<file path="src/hdl/lhmu_pkg.sv">
package lhmu_pkg;

	localparam int MODULUS     = 12289;
	localparam int LOG2_BUCKET = 9;
	localparam int BUCKETS     = 48;

	localparam int IN_DATA_W  = 40;
	localparam int OUT_DATA_W = 32;

	localparam logic [14:0] TWO_Q     = 15'(2 * MODULUS);
	localparam logic [15:0] Q_VAL     = 16'(MODULUS);
	localparam logic [15:0] HALF_Q    = 16'((MODULUS - 1) / 2);
	localparam logic [15:0] ALPHA_RND = 16'((1 << LOG2_BUCKET) / 2);
	localparam logic [6:0]  NBUCKET   = 7'(BUCKETS);

	typedef enum logic {
		OP_MAKE = 1'b0,
		OP_USE  = 1'b1
	} op_t;

	typedef struct packed {
		logic        first_row;
		logic        lsb_bit;
		logic [5:0]  hint_in;
		logic [13:0] response_coeff;
		logic [14:0] commit_value;
	} req_t;

	typedef struct packed {
		logic [13:0] recovered_response;
		logic [5:0]  recovered_high;
		logic [5:0]  hint_out;
	} res_t;

	function automatic logic [5:0] high_bucket(input logic [14:0] x);
		logic [15:0] s;
		logic [6:0]  b;
		s = {1'b0, x} + ALPHA_RND;
		b = 7'(s >> LOG2_BUCKET);
		if (b >= NBUCKET)
			b = b - NBUCKET;
		return b[5:0];
	endfunction

endpackage

</file>
<file path="src/hdl/lhmu_calc.sv">
module lhmu_calc (
	input  lhmu_pkg::op_t  op,
	input  lhmu_pkg::req_t req,
	output lhmu_pkg::res_t res
);
	import lhmu_pkg::*;

	logic [14:0]        cv;
	logic signed [16:0] t;
	logic [14:0]        wt;
	logic [5:0]         hb_cv;
	logic [5:0]         hb_wt;
	logic [6:0]         d;
	logic [6:0]         sum;
	logic [5:0]         ch;
	logic [14:0]        app;
	logic signed [16:0] e;
	logic signed [15:0] h;
	logic signed [15:0] r;

	always_comb begin
		cv = (req.commit_value >= TWO_Q) ? req.commit_value - TWO_Q : req.commit_value;

		// wt = (w - 2*z2) mod 2q, one correction either way suffices
		t = $signed({2'b00, cv}) -
			$signed({{2{req.response_coeff[13]}}, req.response_coeff, 1'b0});
		if (t < 0)
			t = t + $signed({2'b00, TWO_Q});
		else if (t >= $signed({2'b00, TWO_Q}))
			t = t - $signed({2'b00, TWO_Q});
		wt = t[14:0];

		hb_cv = high_bucket(cv);
		hb_wt = high_bucket(wt);

		d = {1'b0, hb_cv} - {1'b0, hb_wt};
		if (d[6])
			d = d + NBUCKET;

		sum = {1'b0, req.hint_in} + {1'b0, hb_cv};
		if (sum >= 7'(2 * BUCKETS))
			sum = sum - 7'(2 * BUCKETS);
		else if (sum >= NBUCKET)
			sum = sum - NBUCKET;
		ch = sum[5:0];

		app = 15'({ch, LOG2_BUCKET'(0)}) | 15'(req.first_row & req.lsb_bit);
		e = $signed({2'b00, app}) - $signed({2'b00, cv});
		h = e[16:1];
		r = h;
		if (r < 0)
			r = r + $signed(Q_VAL);
		if (r > $signed(HALF_Q))
			r = r - $signed(Q_VAL);

		res = '0;
		case (op)
			OP_MAKE: res.hint_out = d[5:0];
			OP_USE: begin
				res.recovered_high     = ch;
				res.recovered_response = r[13:0];
			end
			default: res = '0;
		endcase
	end

endmodule

</file>
<file path="src/hdl/lattice_hint_make_use_core.sv">
// Pipeline: input register, then result register; the hint logic is a single pass
// between the two. Throughput: one request per cycle unless m_tready is held low.
// The result register lets a new request enter while a result waits on m_tready.
// Reset: arst_n asynchronous, active low, clears both valid flags; data is not reset.
module lattice_hint_make_use_core (
	input  logic                                 clk,
	input  logic                                 arst_n,
	input  logic                                 s_tvalid,
	output logic                                 s_tready,
	// commit_value[14:0], response_coeff[28:15], hint_in[34:29], lsb_bit[35],
	// first_row[36], zero[39:37]
	input  logic [lhmu_pkg::IN_DATA_W-1:0]       s_tdata,
	// opcode[0]
	input  logic                                 s_tuser,
	output logic                                 m_tvalid,
	input  logic                                 m_tready,
	// hint_out[5:0], recovered_high[11:6], recovered_response[25:12], zero[31:26]
	output logic [lhmu_pkg::OUT_DATA_W-1:0]      m_tdata
);
	import lhmu_pkg::*;

	logic valid_s1;
	op_t  op_s1;
	req_t req_s1;
	res_t res_comb;
	res_t res_q;
	logic out_valid_q;
	logic advance;
	logic s_acc;

	assign advance  = !out_valid_q || m_tready;
	assign s_tready = !valid_s1 || advance;
	assign s_acc    = s_tvalid && s_tready;

	always_ff @(posedge clk or negedge arst_n) begin
		if (!arst_n) begin
			valid_s1 <= 1'b0;
		end else if (s_tready) begin
			valid_s1 <= s_tvalid;
		end
	end

	always_ff @(posedge clk) begin
		if (s_acc) begin
			op_s1  <= op_t'(s_tuser);
			req_s1 <= req_t'(s_tdata[$bits(req_t)-1:0]);
		end
	end

	lhmu_calc u_calc (
		.op  (op_s1),
		.req (req_s1),
		.res (res_comb)
	);

	always_ff @(posedge clk or negedge arst_n) begin
		if (!arst_n) begin
			out_valid_q <= 1'b0;
		end else if (advance) begin
			out_valid_q <= valid_s1;
		end
	end

	always_ff @(posedge clk) begin
		if (advance && valid_s1) begin
			res_q <= res_comb;
		end
	end

	assign m_tvalid = out_valid_q;
	assign m_tdata  = {(OUT_DATA_W - $bits(res_t))'(0), res_q};

`ifndef SYNTHESIS
	a_ready_when_empty: assert property (@(posedge clk) disable iff (!arst_n)
		!valid_s1 |-> s_tready)
		else $error("input stage empty but not ready");

	a_fill_s1: assert property (@(posedge clk) disable iff (!arst_n)
		s_acc |=> valid_s1)
		else $error("accepted request lost at stage 1");

	a_move_out: assert property (@(posedge clk) disable iff (!arst_n)
		valid_s1 && advance |=> m_tvalid)
		else $error("stage 1 request not moved to result register");

	a_mode_excl: assert property (@(posedge clk) disable iff (!arst_n)
		m_tvalid && (m_tdata[5:0] != 6'd0) |-> (m_tdata[25:6] == 20'd0))
		else $error("make and use fields both nonzero");

	a_bucket_range: assert property (@(posedge clk) disable iff (!arst_n)
		m_tvalid |-> (m_tdata[5:0] < 6'(BUCKETS)) && (m_tdata[11:6] < 6'(BUCKETS)))
		else $error("bucket out of range");
`endif

endmodule
</file>
<file path="config.mk">
export PLATFORM = sky130hd
export DESIGN_NAME = lattice_hint_make_use_core
export DESIGN_NICKNAME = d
export VERILOG_FILES = /design/src/hdl/lhmu_pkg.sv /design/src/hdl/lhmu_calc.sv /design/src/hdl/lattice_hint_make_use_core.sv
export SDC_FILE = /design/constraint.sdc
export NUM_CORES = 1
export LEC_CHECK = 0
export ABC_AREA = 1
export BUFFER_PORTS_ARGS = -buffer_cell sky130_fd_sc_hd__buf_2
export CAP_MARGIN = 20
export CORE_MARGIN = 3
export CORE_UTILIZATION = 55
export CTS_CLUSTER_DIAMETER = 40
export DETAILED_ROUTE_END_ITERATION = 8
export PLACE_DENSITY = 0.76
export SLEW_MARGIN = 10
export SYNTH_ARGS = -nofsm -noshare
export SYNTH_HDL_FRONTEND = slang
export SYNTH_SLANG_ARGS = --single-unit
</file>
<file path="constraint.sdc">
create_clock -name clk -period 10.6 [get_ports clk]
set_clock_uncertainty 0.2 [all_clocks]
set_input_delay 0.53 -clock clk [delete_from_list [all_inputs] [get_ports clk]]
set_output_delay 0.53 -clock clk [all_outputs]
set_load 0.02 [all_outputs]
</file>
* Yosys cells after proc, flatten, opt, wreduce, memory -nomap -nowiden *
Cells that the tools add are included.

storage, ports and cells
  register bits after elaboration = 66
  output and inout port bits = 34
  logic and storage cells = 54

operators by class
  $add $sub $neg = 16
  order comparisons = 9
  muxes and demuxes = 10
  bitwise gates (word level) = 2
  reductions and logical operators = 6

operators by type and width
  cell                      number
  $mux W15                  3
  $add A15 B9 Y16 const B   2
  $mux W6                   5
  $sub A6 B6 Y6 const B     4
  $ge A7 B6 Y1 const B      3
  $ge A17 B16 Y1 const B    1
  $lt A17 B1 Y1 const B     1
  $sub A16 B15 Y17          1
  $add A15 B15 Y16 const B  1
  $gt A16 B14 Y1 const B    1
  $mux W16                  1
  $sub A15 B15 Y16          1
  $add A15 B14 Y15 const B  1
  $ge A15 B15 Y1 const B    1
  $lt A15 B1 Y1 const B     1
  $or A15 B15 Y15           1
  $sub A15 B14 Y15 const B  1
  $sub A15 B15 Y15 const B  1
  $mux W14                  1
  $sub A14 B13 Y14 const B  1
  $add A6 B6 Y7             1
  $ge A7 B7 Y1 const B      1
  $sub A6 B6 Y7             1
  $add A6 B6 Y6 const B     1
  other kinds (4)           7

* Depth between registers and ports, before layout *
Gate-level depths: netlist of the first run.

  depth in word-level cells = 15
  gate-level depth with buffers = 57
  mapped depth without buffers = 57

* Cells and area by module *
From an unflattened synthesis of the first run, not the netlist that was laid out.

second synthesis, totals
  cells, all modules = 880
  area, all modules = 6,288.5 sq um

by module, submodules not included
  module                      instances  cells an instance  area each (sq um)  seq. area each (sq um)
  lhmu_calc                   1          797                4,222.8            0.0
  lattice_hint_make_use_core  1          83                 2,065.7            1,971.9

* Worst setup path after synthesis of the first run *
No wires, ideal clock.

  path kind = register to register
  start point = register req_s1[1] in the netlist's numbering
  end point = register res_q, in the netlist m_tdata[24] (data pin)
  library setup time = 0.253 ns
  data arrival time = 7.317 ns
  setup slack = 2.831 ns
  cell stages (with the launch flop) = 53
  buffers on the path = 2
  period minus slack after synthesis = 7.769 ns
  cells stage by stage = edfxtp_1 -> inv_1 -> ha_1 -> nand2_1 -> nor2_2 -> nand2_1 -> nand2_2 -> nand2_4 -> buf_6 -> nand2_1 -> o21ai_2 -> nor2_1 -> nand2_1 -> nor2_1 -> inv_1 -> nor2_1 -> inv_1 -> nor2_1 -> [... 17 more ...] -> nor3_1 -> a221oi_1 -> nand2_4 -> xor2_1 -> inv_1 -> ha_1 -> nand3_1 -> nor2_2 -> nand3_1 -> nor2_2 -> nand3_1 -> nand2_2 -> nand2_2 -> buf_4 -> nand3_2 -> nand2_1 -> nand2_1 -> nor2_1

between the ends
  longest elaborated chain between the ends = 15

RTL lines
  element                                             line                              text
  from (decl)                                         lattice_hint_make_use_core.sv:24  req_t req_s1;
  from (signal assigned)                              lattice_hint_make_use_core.sv:46  req_s1 <= req_t'(s_tdata[$bits(req_t)-1:0]);
  $sub A15 B15 Y15 or $ge A15 B15 Y1 (tied branches)  lhmu_calc.sv:22                   cv = (req.commit_value >= TWO_Q) ? req.commit_value - TWO_Q : req.commit_value;
  $mux W15 (*)                                        lhmu_calc.sv:22
  $add A15 B9 Y16 (*)                                 lhmu_pkg.sv:38                    s = {1'b0, x} + ALPHA_RND;
  $sub A6 B6 Y6 or $ge A7 B6 Y1 (tied branches)       lhmu_pkg.sv:41, lhmu_pkg.sv:40
  $mux W6 (*)                                         lhmu_pkg.sv:40                    if (b >= NBUCKET)
  $add A6 B6 Y7 (*)                                   lhmu_calc.sv:40                   sum = {1'b0, req.hint_in} + {1'b0, hb_cv};
  $sub A6 B6 Y6 or $ge A7 B6 Y1 (tied branches)       lhmu_calc.sv:44, lhmu_calc.sv:43
  $mux W6                                             lhmu_calc.sv:43                   else if (sum >= NBUCKET)
  $mux W6 (*)                                         lhmu_calc.sv:41                   if (sum >= 7'(2 * BUCKETS))
  $or A15 B15 Y15 (*)                                 lhmu_calc.sv:47                   app = 15'({ch, LOG2_BUCKET'(0)}) | 15'(req.first_row & req.lsb_bit);
  net u_calc.app[13]                                  lhmu_calc.sv:16                   logic [14:0] app;
  $sub A15 B15 Y16 (*)                                lhmu_calc.sv:48                   e = $signed({2'b00, app}) - $signed({2'b00, cv});
  $add A15 B15 Y16 or $lt A15 B1 Y1 (tied branches)   lhmu_calc.sv:52, lhmu_calc.sv:51
  $mux W16 (*)                                        lhmu_calc.sv:51                   if (r < 0)
  $sub A14 B13 Y14 or $gt A16 B14 Y1 (tied branches)  lhmu_calc.sv:54, lhmu_calc.sv:53
  $mux W14 (*)                                        lhmu_calc.sv:53                   if (r > $signed(HALF_Q))
  to (signal assigned)                                lattice_hint_make_use_core.sv:66  res_q <= res_comb;
  to (decl)                                           lattice_hint_make_use_core.sv:26  res_t res_q;

Mark *: on every way through the listed nets, which the timed path passes. The rest lies on a longest branch.
A chain may end at the register's enable or synchronous reset.

* Worst setup path in the final report of the first run *
  start point = register req_s1[1] in the netlist's numbering
  end point = register res_q, in the netlist m_tdata[12] (data pin)

between the ends
  longest elaborated chain between the ends = 15

RTL lines
  element                                             line
  $sub A15 B15 Y15 or $ge A15 B15 Y1 (tied branches)  lhmu_calc.sv:22
  $mux W15 (*)                                        lhmu_calc.sv:22
  $add A15 B9 Y16 (*)                                 lhmu_pkg.sv:38
  $sub A6 B6 Y6 or $ge A7 B6 Y1 (tied branches)       lhmu_pkg.sv:41, lhmu_pkg.sv:40
  $mux W6 (*)                                         lhmu_pkg.sv:40
  $add A6 B6 Y7 (*)                                   lhmu_calc.sv:40
  $sub A6 B6 Y6 or $ge A7 B6 Y1 (tied branches)       lhmu_calc.sv:44, lhmu_calc.sv:43
  $mux W6                                             lhmu_calc.sv:43
  $mux W6 (*)                                         lhmu_calc.sv:41
  $or A15 B15 Y15 (*)                                 lhmu_calc.sv:47
  net u_calc.app[13]                                  lhmu_calc.sv:16
  $sub A15 B15 Y16 (*)                                lhmu_calc.sv:48
  $add A15 B15 Y16 or $lt A15 B1 Y1 (tied branches)   lhmu_calc.sv:52, lhmu_calc.sv:51
  $mux W16 (*)                                        lhmu_calc.sv:51
  $gt A16 B14 Y1 or $sub A14 B13 Y14 (tied branches)  lhmu_calc.sv:53, lhmu_calc.sv:54
  $mux W14 (*)                                        lhmu_calc.sv:53

Marked as above.

==> reports/results.ini, run 1 <==
[power]
ir_worst_vdd_uv = 253
leakage_uw = 0.00367
power_density_nw_per_um2 = 253
fin_total_pwr_uw = 1780

[sta]
hold_viol = 0
fin_crit_sh = 0.852
grt_setup_unrepaired = false
drv_slew = 0
hold_slack_ps = 167
finalSetupViolations = 0
finalCriticalPeriod_ps = 9030
worst_slack_ps = 1570
finalSetupTns_ps = 0
clock.fmax_mhz = 111
max_slew_margin = 0.485
worst_pin_slew_ps = 767

[placement]
pre_cts_slack_ps = 1640
portBuffers = 69
gp_congestion = 0.909
dpl.hpwl_um = 10500

[hold_path]
whs_path_depth = 1
min_from = s_tdata[22]
worstHoldEndpoint = req_s1[22]$_DFFE_PP_
hold_class = in -> reg

[worst_setup_path]
cp.required_ps = 10580
critical-path-top-delay-family = simple AND/OR/NAND/NOR gates
crit_type = reg -> reg
reg2reg_slack_ps = 1570
cp-start-kind = flop
r2r_start = req_s1[1]$_DFFE_PP_
reg2reg_to = m_tdata[12]$_SDFFCE_PN0P_
worstRegToRegCells = 49
crit_slowest_cell = a221oi_1
slowest_delay_ps = 670
crit_buf_inv = 7
worstPathArrival_ps = 9000
crit_fanout = 15
end_kind = flop

[die]
die_area_um2 = 12700
start_util = 0.571
core_um2 = 11000
ios = 79
die_w_um = 113
fp-row-count = 38
die_h_um = 113

[yosys]
yosys-top-cells-count = nand2_1 (250), inv_1 (154), nor2_1 (82), nand3_1 (78), edfxtp_1 (64)
synth_cells = 885
yosys_warnings = 0
synth_top_area_frac = 0.307
synth_flop_cell = edfxtp_1
synth_area_leaders = edfxtp_1 (31%), nand2_1 (15%), inv_1 (9.2%), ha_1 (8.4%), nand3_1 (6.2%)
synth_top_cell_by_area = edfxtp_1
avgSynthCellArea_um2 = 7.08
synth_seq_cells = 66
synthArstFlopShare = 0.0303
ys_types = 49
yosysMostFrequentCell = nand2_1
netlist_area_um2 = 6270
seq_area_frac_synth = 0.315
synth_edf_count = 64

[grt]
grt-ovfl-total = 0
gr-usage-met3 = 0.0433
antenna_found_initial = 0
gr-usage-all-layers = 0.211
grt_use_met2 = 0.357
grt_use_met1 = 0.277
first_global_vias = 4884
grt_pass1_wl_um = 21900
grt_max_degree = 39
top_usage_layer = met2

[route]
drt_iter0_drc = 313
first_pass_iters = 8
drc = 0
routed_via_density = 4.99
antenna_left = 0
wl_um = 13200
route.vias.total = 5518
post_drt_wl_per_cell_um = 12.0

[final_layout]
diodes = 0
area_growth_pct = 12.3
fillers = 1016
layout-drive-gt1-share = 0.156
nets = 1050

[clock_tree]
cts_sinks = 66
htreeDepth = 3
cts_buffer_depth = 2
cts_buffers = 9
post_cts_buffers = 0
clock_latency_ps = 340
cts_tree = yes
clkSlewWorstSetupHoldPaths_ps = 50
root_buffer = clkbuf_16

[job]
cap_violations = 0

[outcome]
status = finished clean

-- cell families after synthesis --
logic type,synth area share
buf+inv,0.112
simple gates,0.342
flops,0.315
other cells,0.000598
compound gates,0.0686
xor+xnor,0.0673
mux,0.00160
fa+ha+maj,0.0934
-- per-layer routing --
metal | up-vias | wire length, um
li1 | 2975 | -
met1 | 2381 | 6110
met2 | 145 | 6220
met3 | 17 | 760
met4 | 0 | 157
met5 | - | 0
-- sequential cells by signal, indices dropped and copies added (netlist names) --
register / cells
req_s1: 37
m_tdata: 26
m_tvalid: 1
op_s1: 1
valid_s1: 1
-- worst max-delay path by stage --
stage | from | endpoint | slack (ps) | cells past startpoint
2_1_floorplan | req_s1[1]$_DFFE_PP_ | m_tdata[24]$_SDFFCE_PN0P_ | 2830 | 52
3_3_place_gp | req_s1[1]$_DFFE_PP_ | m_tdata[22]$_SDFFCE_PN0P_ | 1820 | 49
6_report | req_s1[1]$_DFFE_PP_ | m_tdata[12]$_SDFFCE_PN0P_ | 1570 | 49
5_1_grt | req_s1[1]$_DFFE_PP_ | m_tdata[12]$_SDFFCE_PN0P_ | 400 | 49
3_5_place_dp | req_s1[1]$_DFFE_PP_ | m_tdata[12]$_SDFFCE_PN0P_ | 1640 | 49
4_1_cts | req_s1[1]$_DFFE_PP_ | m_tdata[12]$_SDFFCE_PN0P_ | 1550 | 49
-- report_power, final --
part | leakage, uW | switching (uW) | internal [uW]
combinational | 0.00289 | 742 | 360
clock | 0.000135 | 112 | 181
sequential | 0.000644 | 16.1 | 371
total | 0.00367 | 870 | 912
-- cell type report --
type                            count  area, um^2  share of cell area
Clock buffer                        9         225              0.0320
Clock inverter                      7        70.1             0.00995
Inverter                          163         612              0.0869
Multi-Input combinational cell    648        3620               0.514
Sequential cell                    66        1970               0.280
Tap cell                          140         175              0.0249
Timing Repair Buffer               72         370              0.0526
-- layout by cell type, fill, tap and decap left out, types with 4 or more instances in the layout --
cell,n
xor2_1,32
xor2_2,6
nand3_2,4
a21oi_1,27
nor2_1,82
nand2_2,19
inv_2,7
inv_1,154
clkbuf_16,9
xnor2_1,5
nor2_2,6
buf_2,69
nor3_1,7
edfxtp_1,64
conb_1,6
o21ai_0,12
nand3_1,78
nor4_1,4
or2_2,5
ha_1,42
a21oi_2,7
nand2_1,250
nand4_1,16
o21bai_1,6
-- per-stage QoR --
stage	cells	utilization	cell area [um^2]
floorplan	890	-	6290
global placement	1088	0.613	6740
detailed placement	1088	0.613	6740
CTS	1105	0.641	7040
global route	1105	0.641	7040
finish	1105	0.641	7040
-- what timing repair did --
action / CTS / global route
endpoints found under the hold margin: 2 / 0
gates resized for setup: 0 / 0
hold buffers: 1 / 0
Power figures use the tool's default switching activity.
==> run 2: changes to the inputs <==
--- a/config.mk
+++ b/config.mk
@@ -10,6 +10,7 @@
 export CAP_MARGIN = 20
 export CORE_MARGIN = 3
 export CORE_UTILIZATION = 55
+export CTS_BUF_LIST = sky130_fd_sc_hd__clkbuf_8
 export CTS_CLUSTER_DIAMETER = 40
 export DETAILED_ROUTE_END_ITERATION = 8
 export PLACE_DENSITY = 0.76
==> reports/results.ini, run 2 (same netlist as run 1, synthesis figures left out) <==
[outcome]
status = finished clean  ; unchanged

[worst_setup_path]
cp-start-kind = flop  ; unchanged
worstPathArrival_ps = 8940  ; was 9000 ps
crit_slowest_cell = a221oi_1  ; unchanged
critical-path-top-delay-family = simple AND/OR/NAND/NOR gates  ; unchanged
crit_buf_inv = 7  ; unchanged
crit_type = reg -> reg  ; unchanged
worstRegToRegCells = 49  ; unchanged
slowest_delay_ps = 660  ; was 670 ps
cp.required_ps = 10600  ; was 10,580 ps
reg2reg_to = m_tdata[12]$_SDFFCE_PN0P_  ; unchanged
r2r_start = req_s1[1]$_DFFE_PP_  ; unchanged
end_kind = flop  ; unchanged
crit_fanout = 15  ; unchanged
reg2reg_slack_ps = 1670  ; was 1570 ps

[sta]
fin_crit_sh = 0.843  ; was 0.852
hold_viol = 0  ; unchanged
drv_slew = 0  ; unchanged
finalSetupTns_ps = 0  ; unchanged
finalCriticalPeriod_ps = 8930  ; was 9030 ps
max_slew_margin = 0.478  ; was 0.485
grt_setup_unrepaired = false  ; unchanged
worst_pin_slew_ps = 777  ; was 767 ps
clock.fmax_mhz = 112  ; was 111 MHz
finalSetupViolations = 0  ; unchanged

[route]
drt_iter0_drc = 301  ; was 313
first_pass_iters = 5  ; was 8
post_drt_wl_per_cell_um = 11.9  ; was 12.0 um
wl_um = 13100  ; was 13,200 um
route.vias.total = 5554  ; was 5,518
routed_via_density = 5.03  ; was 4.99
antenna_left = 0  ; unchanged
drc = 0  ; unchanged

[final_layout]
layout.cells.non_filler = 1105  ; unchanged
final_cell_area_um2 = 6940  ; was 7040 um^2
nets = 1050  ; unchanged
area_growth_pct = 10.7  ; was 12.3%
layout-drive-gt1-share = 0.156  ; unchanged
layout_commonest_cell = nand2_1  ; unchanged
layout_common_cells = nand2_1 (250), inv_1 (154), nor2_1 (82), nand3_1 (78), buf_2 (69)  ; unchanged
diodes = 0  ; unchanged
largest_register = req_s1  ; unchanged
largest_reg_flops = 37  ; unchanged

[power]
ir_worst_vdd_uv = 281  ; was 253 uV
leakage_uw = 0.00362  ; was 0.00367 uW
power_density_nw_per_um2 = 244  ; was 253 nW/um^2

[clock_tree]
cts_tree = yes  ; unchanged
root_buffer = clkbuf_8  ; was clkbuf_16
htreeDepth = 3  ; unchanged
cts_resized = 0  ; unchanged
cts_buffers = 9  ; unchanged
cts_sinks = 66  ; unchanged
cts_buffer_depth = 2  ; unchanged
clkSlewWorstSetupHoldPaths_ps = 70  ; was 50 ps
clock_latency_ps = 360  ; was 340 ps

[placement]
gp_congestion = 0.909  ; unchanged
portBuffers = 69  ; unchanged
placed_area_um2 = 6740  ; unchanged
dpl.hpwl_um = 10500  ; unchanged
dp.cells = 1088  ; unchanged

[grt]
grt-ovfl-total = 0  ; unchanged
grt_max_degree = 39  ; unchanged
antenna_found_initial = 0  ; unchanged
gr-usage-all-layers = 0.209  ; was 0.211
grt_pass1_wl_um = 21700  ; was 21,900 um
first_global_vias = 4855  ; was 4,884

[die]
core_um2 = 11000  ; unchanged
fp-row-count = 38  ; unchanged
start_util = 0.571  ; unchanged
die_w_um = 113  ; unchanged
ios = 79  ; unchanged
die_area_um2 = 12700  ; unchanged
die_h_um = 113  ; unchanged

[hold_path]
min_from = s_tdata[22]  ; unchanged
hold_class = in -> reg  ; unchanged
whs_path_depth = 1  ; unchanged
worstHoldEndpoint = req_s1[22]$_DFFE_PP_  ; unchanged

[job]
cap_violations = 0  ; unchanged

==> run 2: cell counts in the layout (fill, tap and decap cells not counted) <==
Identical to the previous run, type by type.
==> run 2: power by group <==
group | internal (uW) | leakage, uW | switching, uW | total [uW]
clock | 107 | 0.0000889 | 101 | 209
sequential | 370 | 0.000644 | 16.2 | 386
combinational | 360 | 0.00289 | 740 | 1100
==> run 2: area by class of cell <==
cell class                      instances  area [um^2]
Fill cell                            1037         4040
Inverter                              163          612
Tap cell                              140          175
Clock inverter                          7         70.1
Timing Repair Buffer                   72          370
Clock buffer                            9          124
Sequential cell                        66         1970
Multi-Input combinational cell        648         3620
==> run 2: worst reg2reg max path: cells and delay by family, from the launching register on <==
family                   cells  cell delay [ps]
flip-flops                   1              390
buffers and inverters        7              770
XOR/XNOR                     5              920
adder cells (fa/ha/maj)      6             1460
AND/OR/NAND/NOR             25             3370
AO/OA/AOI/OAI                6             1710
==> run 2: how the worst max path moves through the flow <==
stage / from / end / slack, ps / depth (start not counted)
2_1_floorplan: req_s1[1]$_DFFE_PP_ / m_tdata[24]$_SDFFCE_PN0P_ / 2830 / 52
3_3_place_gp: req_s1[1]$_DFFE_PP_ / m_tdata[22]$_SDFFCE_PN0P_ / 1820 / 49
3_5_place_dp: req_s1[1]$_DFFE_PP_ / m_tdata[12]$_SDFFCE_PN0P_ / 1640 / 49
4_1_cts: req_s1[1]$_DFFE_PP_ / m_tdata[12]$_SDFFCE_PN0P_ / 1600 / 49
5_1_grt: req_s1[1]$_DFFE_PP_ / m_tdata[16]$_SDFFCE_PN0P_ / 430 / 49
6_report: req_s1[1]$_DFFE_PP_ / m_tdata[12]$_SDFFCE_PN0P_ / 1670 / 49
==> run 2: repair_timing <==
action | CTS | global route
setup buffers | 0 | 0
endpoints found under the hold margin | 2 | 0
hold buffers | 1 | 0
==> run 2: metrics by stage <==
step | utilization | hold slack (ps) | total power [uW] | worst slack, ps
2_1_floorplan | - | 34.4 | 1290 | 2830
3_3_place_gp | 0.613 | 116 | 1450 | 1820
3_5_place_dp | 0.613 | 115 | 1480 | 1640
4_1_cts | 0.632 | 124 | 1700 | 1600
5_1_grt | 0.632 | 123 | 1860 | 428
6_report | 0.632 | 141 | 1690 | 1670
==> run 2: per-layer routing <==
layer	GRT usage	up-vias	wire length (um)
li1	-	2971	-
met1	0.276	2407	6090
met2	0.344	156	6030
met3	0.0444	20	743
met4	0.0705	0	265
met5	0	-	0
==> run 3: changes to the inputs <==
==> constraint.sdc (replaced) <==
create_clock -name clk -period 8.6 [get_ports clk]
set_clock_uncertainty 0.2 [all_clocks]
set_input_delay 0.43 -clock clk [delete_from_list [all_inputs] [get_ports clk]]
set_output_delay 0.43 -clock clk [all_outputs]
set_load 0.02 [all_outputs]
==> reports/results.ini, run 3 (same netlist as run 1, synthesis figures left out) <==
[route]
drc = 0  ; unchanged
post_drt_wl_per_cell_um = 12.4  ; was 11.9 um
wl_um = 13900  ; was 13,100 um
antenna_left = 0  ; unchanged
routed_via_density = 5.10  ; was 5.03
route.vias.total = 5712  ; was 5,554
first_pass_iters = 5  ; unchanged
drt_iter0_drc = 303  ; was 301

[placement]
placed_area_um2 = 6800  ; was 6740 um^2
dpl.hpwl_um = 11000  ; was 10,500 um
gp_congestion = 0.929  ; was 0.909
pre_cts_slack_ps = 121  ; was 1640 ps
portBuffers = 69  ; unchanged
dp.cells = 1097  ; was 1,088

[final_layout]
layout-drive-gt1-share = 0.186  ; was 0.156
nets = 1065  ; was 1,050
layout_commonest_cell = nand2_1  ; unchanged
layout.cells.non_filler = 1120  ; was 1,105
largest_register = req_s1  ; unchanged
final_cell_area_um2 = 7180  ; was 6940 um^2
layout_common_cells = nand2_1 (250), inv_1 (153), nor2_1 (78), nand3_1 (76), buf_2 (69)  ; was nand2_1 (250), inv_1 (154), nor2_1 (82), nand3_1 (78), buf_2 (69)
fillers = 978  ; was 1,037
fin_util = 0.654  ; was 0.632
area_growth_pct = 14.6  ; was 10.7%
diodes = 0  ; unchanged
largest_reg_flops = 37  ; unchanged

[worst_setup_path]
reg2reg_slack_ps = 560  ; was 1670 ps
reg2reg_to = m_tdata[24]$_SDFFCE_PN0P_  ; was m_tdata[12]$_SDFFCE_PN0P_
crit_fanout = 11  ; was 15
crit_top_cell = nand2_1
worstPathArrival_ps = 7950  ; was 8940 ps
cp-start-kind = flop  ; unchanged
r2r_start = req_s1[2]$_DFFE_PP_  ; was req_s1[1]$_DFFE_PP_
worstRegToRegCells = 54  ; was 49
cp.required_ps = 8510  ; was 10,600 ps
crit_slowest_cell = o41ai_4  ; was a221oi_1
slowest_delay_ps = 410  ; was 660 ps
crit_type = reg -> reg  ; unchanged
crit_buf_inv = 11  ; was 7
end_kind = flop  ; unchanged
critical-path-top-delay-family = simple AND/OR/NAND/NOR gates  ; unchanged

[die]
die_w_um = 113  ; unchanged
die_area_um2 = 12700  ; unchanged
ios = 79  ; unchanged
fp-row-count = 38  ; unchanged
start_util = 0.571  ; unchanged
die_h_um = 113  ; unchanged
core_um2 = 11000  ; unchanged

[sta]
max_slew_margin = 0.579  ; was 0.478
fin_crit_sh = 0.935  ; was 0.843
drv_slew = 0  ; unchanged
worst_pin_slew_ps = 631  ; was 777 ps
clock.fmax_mhz = 124  ; was 112 MHz
worst_slack_ps = 563  ; was 1670 ps
finalSetupViolations = 0  ; unchanged
hold_viol = 0  ; unchanged
finalSetupTns_ps = 0  ; unchanged
finalCriticalPeriod_ps = 8040  ; was 8930 ps

[clock_tree]
root_buffer = clkbuf_8  ; unchanged
cts_tree = yes  ; unchanged
clock_latency_ps = 350  ; was 360 ps
cts_buffers = 9  ; unchanged
clkSlewWorstSetupHoldPaths_ps = 80  ; was 70 ps
htreeDepth = 3  ; unchanged
cts_sinks = 66  ; unchanged
cts_buffer_depth = 2  ; unchanged

[hold_path]
min_from = s_tuser  ; was s_tdata[22]
whs_path_depth = 1  ; unchanged
worstHoldEndpoint = op_s1$_DFFE_PP_  ; was req_s1[22]$_DFFE_PP_
hold_class = in -> reg  ; unchanged

[grt]
gr-usage-all-layers = 0.222  ; was 0.209
grt_pass1_wl_um = 23100  ; was 21,700 um
first_global_vias = 5180  ; was 4,855
grt_max_degree = 39  ; unchanged
antenna_found_initial = 0  ; unchanged
grt-ovfl-total = 0  ; unchanged

[outcome]
status = finished clean  ; unchanged

[power]
power_density_nw_per_um2 = 309  ; was 244 nW/um^2
leakage_uw = 0.00374  ; was 0.00362 uW
ir_worst_vdd_uv = 322  ; was 281 uV

[job]
cap_violations = 0  ; unchanged

==> run 3: cell count changes in the layout (fill, tap and decap cells not counted), sizes merged <==
| cell | previous run | this run |
|---|---|---|
| clkinvlp | 3 | 1 |
| buf | 71 | 86 |
| clkinv | 5 | 4 |
| bufinv | 1 | 3 |
| inv | 161 | 162 |
==> run 3: area by class of cell <==
class	instances	area, um^2	share of cell area
Multi-Input combinational cell	648	3700	0.515
Sequential cell	66	1970	0.274
Inverter	163	612	0.0852
Timing Repair Buffer	87	483	0.0672
Tap cell	140	175	0.0244
Clock buffer	9	124	0.0172
Clock inverter	7	119	0.0165
==> run 3: routing by layer <==
layer	vias up	global-route usage	routed length (um)
met5	-	0	0
met1	2538	0.294	6310
met3	13	0.0417	788
met4	0	0.0537	123
met2	164	0.380	6680
li1	2997	-	-
==> run 3: how the worst max path moves through the flow <==
stage | from | endpoint | slack [ps] | depth (start not counted)
floorplan | req_s1[1]$_DFFE_PP_ | m_tdata[24]$_SDFFCE_PN0P_ | 830 | 52
global placement | req_s1[2]$_DFFE_PP_ | m_tdata[12]$_SDFFCE_PN0P_ | 330 | 50
detailed placement | req_s1[2]$_DFFE_PP_ | m_tdata[24]$_SDFFCE_PN0P_ | 120 | 52
CTS | req_s1[2]$_DFFE_PP_ | m_tdata[24]$_SDFFCE_PN0P_ | 110 | 52
global route | req_s1[1]$_DFFE_PP_ | m_tdata[24]$_SDFFCE_PN0P_ | -110 | 54
finish | req_s1[2]$_DFFE_PP_ | m_tdata[24]$_SDFFCE_PN0P_ | 560 | 54
==> run 3: power breakdown <==
| part | internal (uW) | switching (uW) |
|---|---|---|
| Combinational | 489 | 942 |
| Clock | 192 | 121 |
| Sequential | 456 | 21.2 |
==> run 3: per-stage QoR <==
| step | hold slack, ps | total power, uW |
|---|---|---|
| finish | 53.1 | 2220 |
| global route | 26.9 | 2440 |
| CTS | 30.8 | 2190 |
| detailed placement | 15.0 | 1860 |
| global placement | 15.9 | 1820 |
| floorplan | -65.6 | 1590 |
==> run 3: repair_timing <==
action	in CTS	in global routing
hold endpoints to repair	2	0
gates resized for setup	0	18
hold buffers	1	0
setup buffers	0	6
endpoints found under the setup margin	0	14
